File: config.mk
export PLATFORM = sky130hd
export DESIGN_NAME = integer_operand_stack_alu
export DESIGN_NICKNAME = d
export VERILOG_FILES = /design/src/rtl/ios_pkg.sv /design/src/rtl/ios_stack.sv /design/src/rtl/ios_alu.sv /design/src/rtl/integer_operand_stack_alu.sv
export VERILOG_INCLUDE_DIRS = /design/src /design/src/rtl
export SDC_FILE = /design/constraint.sdc
export NUM_CORES = 2
export LEC_CHECK = 0
export ABC_AREA = 1
export BUFFER_PORTS_ARGS = -buffer_cell sky130_fd_sc_hd__buf_2
export CAP_MARGIN = 30
export CORE_ASPECT_RATIO = 0.7
export CORE_MARGIN = 2
export CORE_UTILIZATION = 69
export CTS_CLUSTER_DIAMETER = 30
export DETAILED_ROUTE_END_ITERATION = 10
export PLACE_DENSITY = 0.9
export SETUP_SLACK_MARGIN = 0.5
export SYNTH_ARGS = -nofsm -noshare
export SYNTH_HDL_FRONTEND = slang
export SYNTH_SLANG_ARGS = --single-unit
export TNS_END_PERCENT = 20
File: constraint.sdc
create_clock -name clk -period 9.6 [get_ports clk]
set_input_delay 1.92 -clock clk [delete_from_list [all_inputs] [get_ports clk]]
set_output_delay 1.92 -clock clk [all_outputs]
set_load 0.02 [all_outputs]
File: src/rtl/assert_macros.svh
// Concurrent assertion helpers.
`ifndef ASSERT_MACROS_SVH
`define ASSERT_MACROS_SVH

`ifndef NO_ASSERTIONS
`define ASSERT_CLK(lbl, clk, rst, prop, msg) \
  lbl: assert property (@(posedge clk) disable iff (rst) prop) else $error(msg);
`define ASSERT_NORST(lbl, clk, prop, msg) \
  lbl: assert property (@(posedge clk) prop) else $error(msg);
`else
`define ASSERT_CLK(lbl, clk, rst, prop, msg)
`define ASSERT_NORST(lbl, clk, prop, msg)
`endif

`endif

File: src/rtl/ios_pkg.sv
package ios_pkg;

  localparam int unsigned DATA_W        = 32;
  localparam int unsigned DEPTH_DEFAULT = 64;
  localparam int unsigned CMD_W         = 2;
  localparam int unsigned OP_W          = 5;
  localparam int unsigned DEPTH_OUT_W   = 7;
  localparam int unsigned STATUS_W      = 2;

  localparam logic [CMD_W-1:0] CMD_PUSH   = 2'd0;
  localparam logic [CMD_W-1:0] CMD_UNARY  = 2'd1;
  localparam logic [CMD_W-1:0] CMD_BINARY = 2'd2;

  localparam logic [OP_W-1:0] UOP_PLUS = 5'd0;
  localparam logic [OP_W-1:0] UOP_NEG  = 5'd1;
  localparam logic [OP_W-1:0] UOP_INV  = 5'd2;

  localparam logic [OP_W-1:0] OP_ADD = 5'd0;
  localparam logic [OP_W-1:0] OP_SUB = 5'd1;
  localparam logic [OP_W-1:0] OP_MUL = 5'd2;
  localparam logic [OP_W-1:0] OP_DIV = 5'd3;
  localparam logic [OP_W-1:0] OP_MOD = 5'd4;
  localparam logic [OP_W-1:0] OP_AND = 5'd5;
  localparam logic [OP_W-1:0] OP_OR  = 5'd6;
  localparam logic [OP_W-1:0] OP_XOR = 5'd7;
  localparam logic [OP_W-1:0] OP_SRA = 5'd8;
  localparam logic [OP_W-1:0] OP_SLL = 5'd9;
  localparam logic [OP_W-1:0] OP_SRL = 5'd10;
  localparam logic [OP_W-1:0] OP_EQ  = 5'd11;
  localparam logic [OP_W-1:0] OP_NE  = 5'd12;
  localparam logic [OP_W-1:0] OP_LE  = 5'd13;
  localparam logic [OP_W-1:0] OP_GE  = 5'd14;
  localparam logic [OP_W-1:0] OP_LT  = 5'd15;
  localparam logic [OP_W-1:0] OP_GT  = 5'd16;
  localparam logic [OP_W-1:0] OP_LAND = 5'd17;
  localparam logic [OP_W-1:0] OP_LOR  = 5'd18;

  localparam logic [STATUS_W-1:0] ST_OK    = 2'd0;
  localparam logic [STATUS_W-1:0] ST_UNDER = 2'd1;
  localparam logic [STATUS_W-1:0] ST_OVER  = 2'd2;
  localparam logic [STATUS_W-1:0] ST_BADOP = 2'd3;

  typedef struct packed {
    logic [CMD_W-1:0]         cmd;
    logic [OP_W-1:0]          op_code;
    logic signed [DATA_W-1:0] push_value;
  } item_t;

  typedef struct packed {
    logic signed [DATA_W-1:0] top_value;
    logic [DEPTH_OUT_W-1:0]   stack_depth;
    logic [STATUS_W-1:0]      status;
  } result_t;

  typedef struct packed {
    logic            start;
    logic [OP_W-1:0] op;
  } alu_ctl_t;

  typedef struct packed {
    logic busy;
    logic done;
  } alu_stat_t;

endpackage

File: src/rtl/ios_stack.sv
module ios_stack import ios_pkg::*; #(
  parameter int unsigned DEPTH = DEPTH_DEFAULT,
  localparam int unsigned AW = $clog2(DEPTH)
) (
  input  logic              clk,
  input  logic              wr_en,
  input  logic [AW-1:0]     wr_addr,
  input  logic [DATA_W-1:0] wr_data,
  input  logic [AW-1:0]     rd_addr,
  output logic [DATA_W-1:0] rd_data
);

  logic [DATA_W-1:0] mem [DEPTH];

  always_ff @(posedge clk) begin
    if (wr_en) begin
      mem[wr_addr] <= wr_data;
    end
    rd_data <= mem[rd_addr];
  end

endmodule

File: src/rtl/ios_alu.sv
module ios_alu import ios_pkg::*; (
  input  logic              clk,
  input  logic              rst,
  input  alu_ctl_t          ctl,
  input  logic [DATA_W-1:0] lhs,
  input  logic [DATA_W-1:0] rhs,
  output alu_stat_t         stat,
  output logic [DATA_W-1:0] result
);

  localparam logic [1:0] A_IDLE = 2'd0;
  localparam logic [1:0] A_MUL  = 2'd1;
  localparam logic [1:0] A_DIV  = 2'd2;
  localparam logic [1:0] A_FIX  = 2'd3;
  localparam int unsigned CNT_W = $clog2(DATA_W);
  localparam logic [CNT_W-1:0] CNT_LAST = CNT_W'(DATA_W - 1);

  logic [1:0]        state;
  logic [CNT_W-1:0]  cnt;
  logic [DATA_W-1:0] acc;
  logic [DATA_W-1:0] aux;
  logic [DATA_W-1:0] opnd;
  logic              is_mul;
  logic              is_mod;
  logic              neg_res;
  logic              done;

  logic [4:0]        sh;
  logic [DATA_W-1:0] simple;
  logic [DATA_W-1:0] lhs_mag;
  logic [DATA_W-1:0] rhs_mag;
  logic [DATA_W-1:0] shifted;
  logic [DATA_W:0]   trial;

  assign sh      = rhs[4:0];
  assign lhs_mag = lhs[DATA_W-1] ? (~lhs + 1'b1) : lhs;
  assign rhs_mag = rhs[DATA_W-1] ? (~rhs + 1'b1) : rhs;
  assign shifted = {acc[DATA_W-2:0], aux[DATA_W-1]};
  assign trial   = {1'b0, shifted} - {1'b0, opnd};

  always_comb begin
    unique case (ctl.op)
      OP_ADD:  simple = lhs + rhs;
      OP_SUB:  simple = lhs - rhs;
      OP_AND:  simple = lhs & rhs;
      OP_OR:   simple = lhs | rhs;
      OP_XOR:  simple = lhs ^ rhs;
      OP_SRA:  simple = DATA_W'($signed(lhs) >>> sh);
      OP_SLL:  simple = lhs << sh;
      OP_SRL:  simple = lhs >> sh;
      OP_EQ:   simple = DATA_W'(lhs == rhs);
      OP_NE:   simple = DATA_W'(lhs != rhs);
      OP_LE:   simple = DATA_W'($signed(lhs) <= $signed(rhs));
      OP_GE:   simple = DATA_W'($signed(lhs) >= $signed(rhs));
      OP_LT:   simple = DATA_W'($signed(lhs) < $signed(rhs));
      OP_GT:   simple = DATA_W'($signed(lhs) > $signed(rhs));
      OP_LAND: simple = DATA_W'((lhs != '0) && (rhs != '0));
      OP_LOR:  simple = DATA_W'((lhs != '0) || (rhs != '0));
      default: simple = '0;
    endcase
  end

  always_ff @(posedge clk) begin
    if (rst) begin
      state <= A_IDLE;
      done  <= 1'b0;
    end else begin
      done <= 1'b0;
      unique case (state)
        A_IDLE: begin
          if (ctl.start) begin
            cnt <= '0;
            acc <= '0;
            if (ctl.op == OP_MUL) begin
              aux    <= rhs;
              opnd   <= lhs;
              is_mul <= 1'b1;
              state  <= A_MUL;
            end else if ((ctl.op == OP_DIV || ctl.op == OP_MOD) && rhs != '0) begin
              aux     <= lhs_mag;
              opnd    <= rhs_mag;
              is_mul  <= 1'b0;
              is_mod  <= (ctl.op == OP_MOD);
              neg_res <= (ctl.op == OP_MOD) ? lhs[DATA_W-1]
                                            : (lhs[DATA_W-1] ^ rhs[DATA_W-1]);
              state   <= A_DIV;
            end else begin
              result <= simple;
              done   <= 1'b1;
            end
          end
        end
        A_MUL: begin
          if (aux[0]) begin
            acc <= acc + opnd;
          end
          opnd <= opnd << 1;
          aux  <= aux >> 1;
          cnt  <= cnt + 1'b1;
          if (cnt == CNT_LAST) begin
            state <= A_FIX;
          end
        end
        A_DIV: begin
          acc <= trial[DATA_W] ? shifted : trial[DATA_W-1:0];
          aux <= {aux[DATA_W-2:0], ~trial[DATA_W]};
          cnt <= cnt + 1'b1;
          if (cnt == CNT_LAST) begin
            state <= A_FIX;
          end
        end
        A_FIX: begin
          if (is_mul) begin
            result <= acc;
          end else if (is_mod) begin
            result <= neg_res ? (~acc + 1'b1) : acc;
          end else begin
            result <= neg_res ? (~aux + 1'b1) : aux;
          end
          done  <= 1'b1;
          state <= A_IDLE;
        end
        default: state <= A_IDLE;
      endcase
    end
  end

  assign stat.busy = (state != A_IDLE);
  assign stat.done = done;

endmodule

File: src/rtl/integer_operand_stack_alu.sv
// Channel   Direction  Handshake                  Payload
// item      in         item_valid / item_ready    item_t   (cmd, op_code, push_value)
// result    out        result_valid / result_ready result_t (top_value, stack_depth, status)
//
// Push, unary plus, errors and unused commands go straight to done; unary drop
// first loads the new top; an unknown binary code drops two entries, then fetches
// and loads the new top; other ops wait in execute for the shared ALU, whose 32
// one-bit steps serve multiply and nonzero divide or modulo. item_ready is high only while idle.
// Reset empties the stack at once; the operand memory is not cleared.
// A word waiting in the result register holds the next item at its last step.
`include "assert_macros.svh"

module integer_operand_stack_alu import ios_pkg::*; #(
  parameter int unsigned STACK_DEPTH = DEPTH_DEFAULT
) (
  input  logic    clk,
  input  logic    rst,
  input  logic    item_valid,
  output logic    item_ready,
  input  item_t   item,
  output logic    result_valid,
  input  logic    result_ready,
  output result_t result
);

  localparam int unsigned AW = $clog2(STACK_DEPTH);
  localparam int unsigned SW = $clog2(STACK_DEPTH + 1);
  localparam logic [SW-1:0] SP_FULL = SW'(STACK_DEPTH);

  localparam logic [2:0] S_IDLE  = 3'd0;
  localparam logic [2:0] S_LOADL = 3'd1;
  localparam logic [2:0] S_FETCH = 3'd2;
  localparam logic [2:0] S_TOSLD = 3'd3;
  localparam logic [2:0] S_EXEC  = 3'd4;
  localparam logic [2:0] S_DONE  = 3'd5;

  logic [2:0]          state;
  logic [SW-1:0]       sp;
  logic [DATA_W-1:0]   tos;
  logic [STATUS_W-1:0] status;
  logic                is_bin;
  logic [OP_W-1:0]     op_q;

  logic                accept;
  logic                wr_en;
  logic [AW-1:0]       wr_addr;
  logic [DATA_W-1:0]   wr_data;
  logic [AW-1:0]       rd_addr;
  logic [DATA_W-1:0]   rd_data;

  alu_ctl_t            alu_ctl;
  alu_stat_t           alu_stat;
  logic [DATA_W-1:0]   alu_l;
  logic [DATA_W-1:0]   alu_r;
  logic [DATA_W-1:0]   alu_res;

  assign item_ready = (state == S_IDLE);
  assign accept     = item_valid && item_ready;

  ios_stack #(.DEPTH(STACK_DEPTH)) u_stack (
    .clk     (clk),
    .wr_en   (wr_en),
    .wr_addr (wr_addr),
    .wr_data (wr_data),
    .rd_addr (rd_addr),
    .rd_data (rd_data)
  );

  ios_alu u_alu (
    .clk    (clk),
    .rst    (rst),
    .ctl    (alu_ctl),
    .lhs    (alu_l),
    .rhs    (alu_r),
    .stat   (alu_stat),
    .result (alu_res)
  );

  // second entry while idle, new top once two entries are dropped
  assign rd_addr = (state == S_FETCH) ? AW'(sp - SW'(1)) : AW'(sp - SW'(2));

  always_comb begin
    wr_en   = 1'b0;
    wr_addr = AW'(sp);
    wr_data = item.push_value;
    if (accept && item.cmd == CMD_PUSH && sp != SP_FULL) begin
      wr_en = 1'b1;
    end else if (state == S_EXEC && alu_stat.done) begin
      wr_en   = 1'b1;
      wr_addr = is_bin ? AW'(sp - SW'(2)) : AW'(sp - SW'(1));
      wr_data = alu_res;
    end
  end

  always_comb begin
    alu_ctl.start = 1'b0;
    alu_ctl.op    = OP_ADD;
    alu_l         = tos;
    alu_r         = tos;
    if (accept && item.cmd == CMD_UNARY && sp != '0
        && (item.op_code == UOP_NEG || item.op_code == UOP_INV)) begin
      alu_ctl.start = 1'b1;
      if (item.op_code == UOP_NEG) begin
        alu_ctl.op = OP_SUB;
        alu_l      = '0;
      end else begin
        alu_ctl.op = OP_XOR;
        alu_r      = '1;
      end
    end else if (state == S_LOADL && op_q <= OP_LOR) begin
      alu_ctl.start = 1'b1;
      alu_ctl.op    = op_q;
      alu_l         = rd_data;
    end
  end

  always_ff @(posedge clk) begin
    if (rst) begin
      state        <= S_IDLE;
      sp           <= '0;
      result_valid <= 1'b0;
    end else begin
      if (result_valid && result_ready && state != S_DONE) begin
        result_valid <= 1'b0;
      end
      unique case (state)
        S_IDLE: begin
          if (item_valid) begin
            status <= ST_OK;
            is_bin <= (item.cmd == CMD_BINARY);
            op_q   <= item.op_code;
            state  <= S_DONE;
            unique case (item.cmd)
              CMD_PUSH: begin
                if (sp == SP_FULL) begin
                  status <= ST_OVER;
                end else begin
                  sp  <= sp + SW'(1);
                  tos <= item.push_value;
                end
              end
              CMD_UNARY: begin
                if (sp == '0) begin
                  status <= ST_UNDER;
                end else if (item.op_code == UOP_NEG || item.op_code == UOP_INV) begin
                  state <= S_EXEC;
                end else if (item.op_code != UOP_PLUS) begin
                  sp    <= sp - SW'(1);
                  state <= S_TOSLD;
                end
              end
              CMD_BINARY: begin
                if (sp < SW'(2)) begin
                  status <= ST_UNDER;
                end else begin
                  state <= S_LOADL;
                end
              end
              default: ;
            endcase
          end
        end
        S_LOADL: begin
          if (op_q <= OP_LOR) begin
            state <= S_EXEC;
          end else begin
            sp     <= sp - SW'(2);
            status <= ST_BADOP;
            state  <= S_FETCH;
          end
        end
        S_FETCH: state <= S_TOSLD;
        S_TOSLD: begin
          tos   <= rd_data;
          state <= S_DONE;
        end
        S_EXEC: begin
          if (alu_stat.done) begin
            tos <= alu_res;
            if (is_bin) begin
              sp <= sp - SW'(1);
            end
            state <= S_DONE;
          end
        end
        S_DONE: begin
          if (!result_valid || result_ready) begin
            result_valid       <= 1'b1;
            result.top_value   <= (sp != '0) ? tos : '0;
            result.stack_depth <= DEPTH_OUT_W'(sp);
            result.status      <= status;
            state              <= S_IDLE;
          end
        end
        default: state <= S_IDLE;
      endcase
    end
  end

  `ASSERT_CLK(a_push_grows, clk, rst, accept && item.cmd == CMD_PUSH && sp != SP_FULL |=> sp == $past(sp) + SW'(1), "push did not grow the stack")
  `ASSERT_CLK(a_sp_bound, clk, rst, sp <= SP_FULL, "stack pointer beyond depth")
  `ASSERT_CLK(a_alu_start_idle, clk, rst, alu_ctl.start |-> !alu_stat.busy && state != S_EXEC, "ALU started while busy")
  `ASSERT_NORST(a_reset_clears, clk, rst |=> sp == '0 && !result_valid && item_ready, "reset left state behind")

endmodule
==> summary.md, run 1 <==
| Metric | Value |
|---|---|
| Setup Buffers After CTS | 0 |
| Fail Step | global routing (5_1_grt) |
| First-pass GRT wire length | 846 mm |
| Synth Area in Simple Gates | 0.144 |
| Synth Flop Type | edfxtp_1 |
| Mapped Cells | 10694 |
| DP HPWL | 300 mm |
| Initial Utilization | 0.695 |
| Syn Std Cell Area | 110000 sq um |
| Distinct cells, synth | 69 |
| Post-synth EDFFs | ~2300 |
| All-Layer GR Usage | 0.747 |
| Largest net degree at the start of global routing | 223 |
| Status | aborted with a tool error |
| Overflow after GRT | 26 |
| Yosys warnings | 0 |
| Gp weighted congestion | 1.19 |
| CTS Hold Bufs | 0 |
| Ys async rst share | 0 |
| Die H | ~340 um |
| Clk sink count | 2311 |
| Synth Area in XOR/XNOR | 0.00518 |
| Post-Syn Area per Cell | 10.3 sq um |
| Synth Area in Compound Gates | 0.159 |
| Vias in the first global route | 114409 |
| Cts repair resizes | 0 |
| Tool error | [ERROR GRT-0116] Global routing finished with congestion. Check the congestion regions in the DRC Viewer. |
| Top cell type by total area after synthesis | edfxtp_1 |
| Longest Clk Path Bufs | 4 |
| Root buf cell | clkbuf_16 |
| Post-synthesis mux area share | 0.000273 |
| Largest cells by area after synthesis | edfxtp_1 62%, o21ai_0 7.5%, nor2_1 6.0% |
| Number of synthesized register bits | 2311 |
| Site Rows | 122 |
| Port Buffers | 85 |
| Part of the Yosys area used for sequential elements | 0.627 |
| Htree depth | 5 |
| Die X | 481 um |
| Mapped Nets | 10904 |
| Ports | 86 |
| Synth top area share | 0.619 |
| Main combinational cell family by area after synthesis | compound AO/OA/AOI/OAI gates |
| Synth Area in Adders | 0.0193 |
| CTS buffer count | 320 |
[per-layer routing]
| layer | global-route usage | overflow |
|---|---|---|
| met5 | 0.454 | 0 |
| met1 | 0.804 | 0 |
| met2 | 0.857 | 2 |
| met3 | 0.632 | 9 |
| met4 | 0.627 | 15 |
[cell usage after synthesis, types with 11 or more instances]
library cell	number
o21bai_1	15
nor4_1	15
buf_1	32
or2_2	16
a21oi_1	380
buf_4	12
o211ai_1	101
buf_2	102
nand4_1	39
clkbuf_1	486
o21a_1	20
nor2_4	15
o31ai_1	12
nor2_1	1755
nand3_1	524
buf_6	14
edfxtp_1	2265
inv_2	44
o21ai_0	1654
xnor2_1	12
nor3_1	61
a21o_1	11
nand3b_1	15
xor2_1	53
ha_1	163
dfxtp_1	46
o221ai_1	185
or2_1	11
o21ai_1	75
o22ai_1	542
nor2_2	29
a31oi_1	26
nand2_1	1256
nand2_2	52
inv_1	538
[logic make-up after synthesis]
family,Yosys count
adders and majority gates,167
buffers and inverters,1239
and+or+nand+nor,3819
AOI/OAI and AO/OA,3090
xor gates and xnor gates,65
muxes,3
DFF,2311
[stage by stage]
| stage | setup slack [ns] | cells | instance area, sq um |
|---|---|---|---|
| after floorplan | 3.28 | 10694 | 110000 |
| after global placement | 2.26 | 12466 | 113000 |
| after detailed placement | 2.24 | 12476 | 113000 |
| after CTS | 2.97 | 13041 | 124000 |
==> run 2, diff against run 1 <==
--- a/config.mk
+++ b/config.mk
@@ -9,13 +9,10 @@
 export ABC_AREA = 1
 export BUFFER_PORTS_ARGS = -buffer_cell sky130_fd_sc_hd__buf_2
 export CAP_MARGIN = 30
-export CORE_ASPECT_RATIO = 0.7
 export CORE_MARGIN = 2
-export CORE_UTILIZATION = 69
-export CTS_CLUSTER_DIAMETER = 30
+export CORE_UTILIZATION = 40
 export DETAILED_ROUTE_END_ITERATION = 10
-export PLACE_DENSITY = 0.9
-export SETUP_SLACK_MARGIN = 0.5
+export PLACE_DENSITY_LB_ADDON = 0.15
 export SYNTH_ARGS = -nofsm -noshare
 export SYNTH_HDL_FRONTEND = slang
 export SYNTH_SLANG_ARGS = --single-unit
==> summary.md, run 2 <==
| Metric | Value |
|---|---|
| Synth top area share | 0.619 |
| CP startpoint kind | input port |
| WS Path Type | in2reg |
| Yosys warnings | 0 |
| Tcrit/Tclk final | 0.680 |
| Post-DRT Antenna Nets | 0 |
| First-pass GRT wire length | 630 mm |
| Clock share of power | 0.245 |
| Placed Cells | 13960 |
| Worst min path class | reg2reg |
| Final setup viols | 0 |
| Distinct cells, synth | 69 |
| Worst Path Arrival | 7.15 ns |
| Die X | 528 um |
| Drt pass-1 iters | 7 |
| Sw frac | 0.460 |
| Top Metal Used | met5 |
| Htree depth | 5 |
| Slew HR | 0.243 |
| Non-Filler Instances | around 14000 |
| Site Rows | ~190 |
| Req. time, crit path | 10.22 ns |
| CTS Hold Bufs | 0 |
| Core ar. | about 270000 sq um |
| Crit-path slowest cell | clkinv_1 |
| Vias | just under 90000 |
| Vias in the first global route | about 80000 |
| Gp weighted congestion | 1.03 |
| M1 WL | 202 mm |
| Part of the Yosys area used for sequential elements | 0.627 |
| Cts repair resizes | 0 |
| WL met3 | 41.4 mm |
| Most used cell, CP | nand2_1 |
| Top reg by flops | u_stack.mem |
| Syn Std Cell Area | 110000 sq um |
| Critical path capture point type | flop |
| Longest Clk Path Bufs | 4 |
| Hold WS | 0.432 ns |
| Mapped Nets | 10904 |
| Area Growth Syn to Fin | 12.4% |
| Number of synthesized register bits | between 2000 and 2500 |
| Overflow after GRT | 0 |
| Largest net degree at the start of global routing | ~190 |
| Die area | 279000 sq um |
| Setup TNS | 0 ns |
| Logic pwr share | 0.452 |
| Synth Flop Type | edfxtp_1 |
| CTS buffer count | 265 |
| Initial antenna violation count | roughly 40 |
| Sequential Power Share | 0.302 |
| Largest registers | u_stack.mem x2048, result x41 |
| Setup Buffers After CTS | 0 |
| Initial Utilization | 0.402 |
| PD cells | roughly 330 nW/um^2 |
| Clock Latency Late Sink | 0.90 ns |
| CP max FO | 22 |
| Final hold violation count | 0 |
| Crit-path cells | buf_2 -> nor2_2 -> nand2_2 -> nor2_4 -> inv_2 -> nand3_4 -> buf_4 -> nand2_2 -> inv_2 -> ha_1 -> nand4_1 -> nor2_2 -> nand2_1 -> nor3_1 -> nand2_1 -> a21oi_2 -> nand2_1 -> o211ai_1 -> clkinv_1 -> buf_4 |
| Min Tclk post-route | about 6.5 ns |
| Routed vias/inst | 6.08 |
| Most frequent cells in the layout | 2265 x edfxtp_1, 1690 x nor2_1, 1619 x o21ai_0 |
| Die H | 528 um |
| Slew Limit Fails | 0 |
| Slack of the critical path | 3.07 ns |
| Routed wire length | approximately 450 mm |
| Max-Cap Viols | 0 |
| Maximum clock frequency | between 0.15 and 0.2 GHz |
| Setup Skew | slightly below 0.06 ns |
| DP HPWL | 292 mm |
| Mapped Cells | 10694 |
| Post-Syn Area per Cell | 10.3 sq um |
| Final net count | 10851 |
| Port Buffers | 85 |
| Residual DRC | 0 |
| Register area | slightly below 70000 sq um |
| Met2 WL | 195 mm |
| Post-synth EDFFs | 2265 |
| Ports | 86 |
| CTS tree | built |
| Top cell type by total area after synthesis | edfxtp_1 |
| Filler Cells Inserted | 25602 |
| Area occupied by multi-input gates | 37000 sq um |
| Initial DRC Count | between 10000 and 15000 |
| Most frequent cells after synthesis | 2265 x edfxtp_1, 1755 x nor2_1, 1654 x o21ai_0, 1256 x nand2_1, 542 x o22ai_1 |
| LEAKAGE | 43.2 nW |
| Most common library cell in the layout ignoring fill and taps | edfxtp_1 |
| Max reg flops | between 2000 and 2500 |
| Tightest Pin Transition | about 1.1 ns |
| Most common cell in the netlist | edfxtp_1 |
| Net switching power | 0.0188 W |
| All-Layer GR Usage | 0.316 |
| Fraction of layout cells with a size suffix above 1 | 0.0930 |
| Root buf cell | clkbuf_16 |
| Worst VDD drop | ~320 uV |
| Clock Pin Slew Worst Setup and Hold Paths | 0.06 ns |
| Status | finished, final reports clean |
| P_int | 0.0221 W |
| Largest cells by area after synthesis | edfxtp_1 62%, o21ai_0 7.5%, nor2_1 6.0% |
| Ys async rst share | 0 |
| Worst path max stage delay | around 0.58 ns |
| Unrepaired setup endpoints after global routing | false |
| Clk sink count | 2311 |
| Pre-CTS WS | 2.37 ns |
| Routed length per instance | 31.4 um |
run 2: cell counts after synthesis:
No cell type changed its count.
run 2: logic make-up (layout without fill, tap and decap cells):
group	Yosys count	in the layout	share of synthesized area
fa+ha+maj	167	167	0.0193
flops	2311	2311	0.627
compound gates	3090	3090	0.159
buf+inv	1239	1394	0.0451
other cells	0	9	0
mux	3	3	0.000273
simple gates	3819	3819	0.144
xor+xnor	65	65	0.00518
run 2: metal layers:
layer,vias up,track usage
met2,4305,0.465
met4,14,0.101
met3,620,0.0608
met5,-,0
met1,44343,0.467
li1,38533,-
run 2: final timing paths:
check                  from        endpoint  slack [ns]  cells past startpoint
setup / recovery   item[35]  u_alu.opnd[19]        3.07                     20
setup reg to reg      sp[1]  u_alu.opnd[19]        3.15                     20
hold reg to reg   status[0]       result[0]        0.43                      0
hold / removal    status[0]       result[0]        0.43                      0
run 2: cell type report:
cell class / count / share of cell area
Sequential cell: 2311 / 0.558
Multi-Input combinational cell: 7144 / 0.299
Clock buffer: 337 / 0.0576
Tap cell: 3589 / 0.0363
Timing Repair Buffer: 328 / 0.0196
Inverter: 591 / 0.0182
Clock inverter: 138 / 0.0110
Antenna cell: 9 / 0.000182
run 2: stage by stage:
step | util | power, W | cell area [sq um]
final | 0.452 | 0.0408 | 124000
after detailed placement | 0.421 | 0.0305 | 115000
after floorplan | - | 0.0228 | 110000
after CTS | 0.452 | 0.0405 | 124000
after global routing | 0.452 | 0.0426 | 124000
after global placement | 0.420 | 0.0305 | 115000
run 2: critical path, delay by kind of cell:
family / cells / cell delay [ns]
adder cells (fa/ha/maj): 1 / 0.19
AO/OA/AOI/OAI: 2 / 0.58
buffers and inverters: 6 / 1.95
AND/OR/NAND/NOR: 11 / 2.40
run 2: power groups by stage:
stage / Clock, W / Combinational [W] / Sequential, W
3_3_place_gp: 0 / 0.0179 / 0.0125
3_5_place_dp: 0 / 0.0180 / 0.0125
5_1_grt: 0.0105 / 0.0198 / 0.0123
4_1_cts: 0.0101 / 0.0180 / 0.0123
2_1_floorplan: 0 / 0.0106 / 0.0122
6_report: 0.0100 / 0.0185 / 0.0123
No activity file was read; power rests on OpenSTA's default activity.
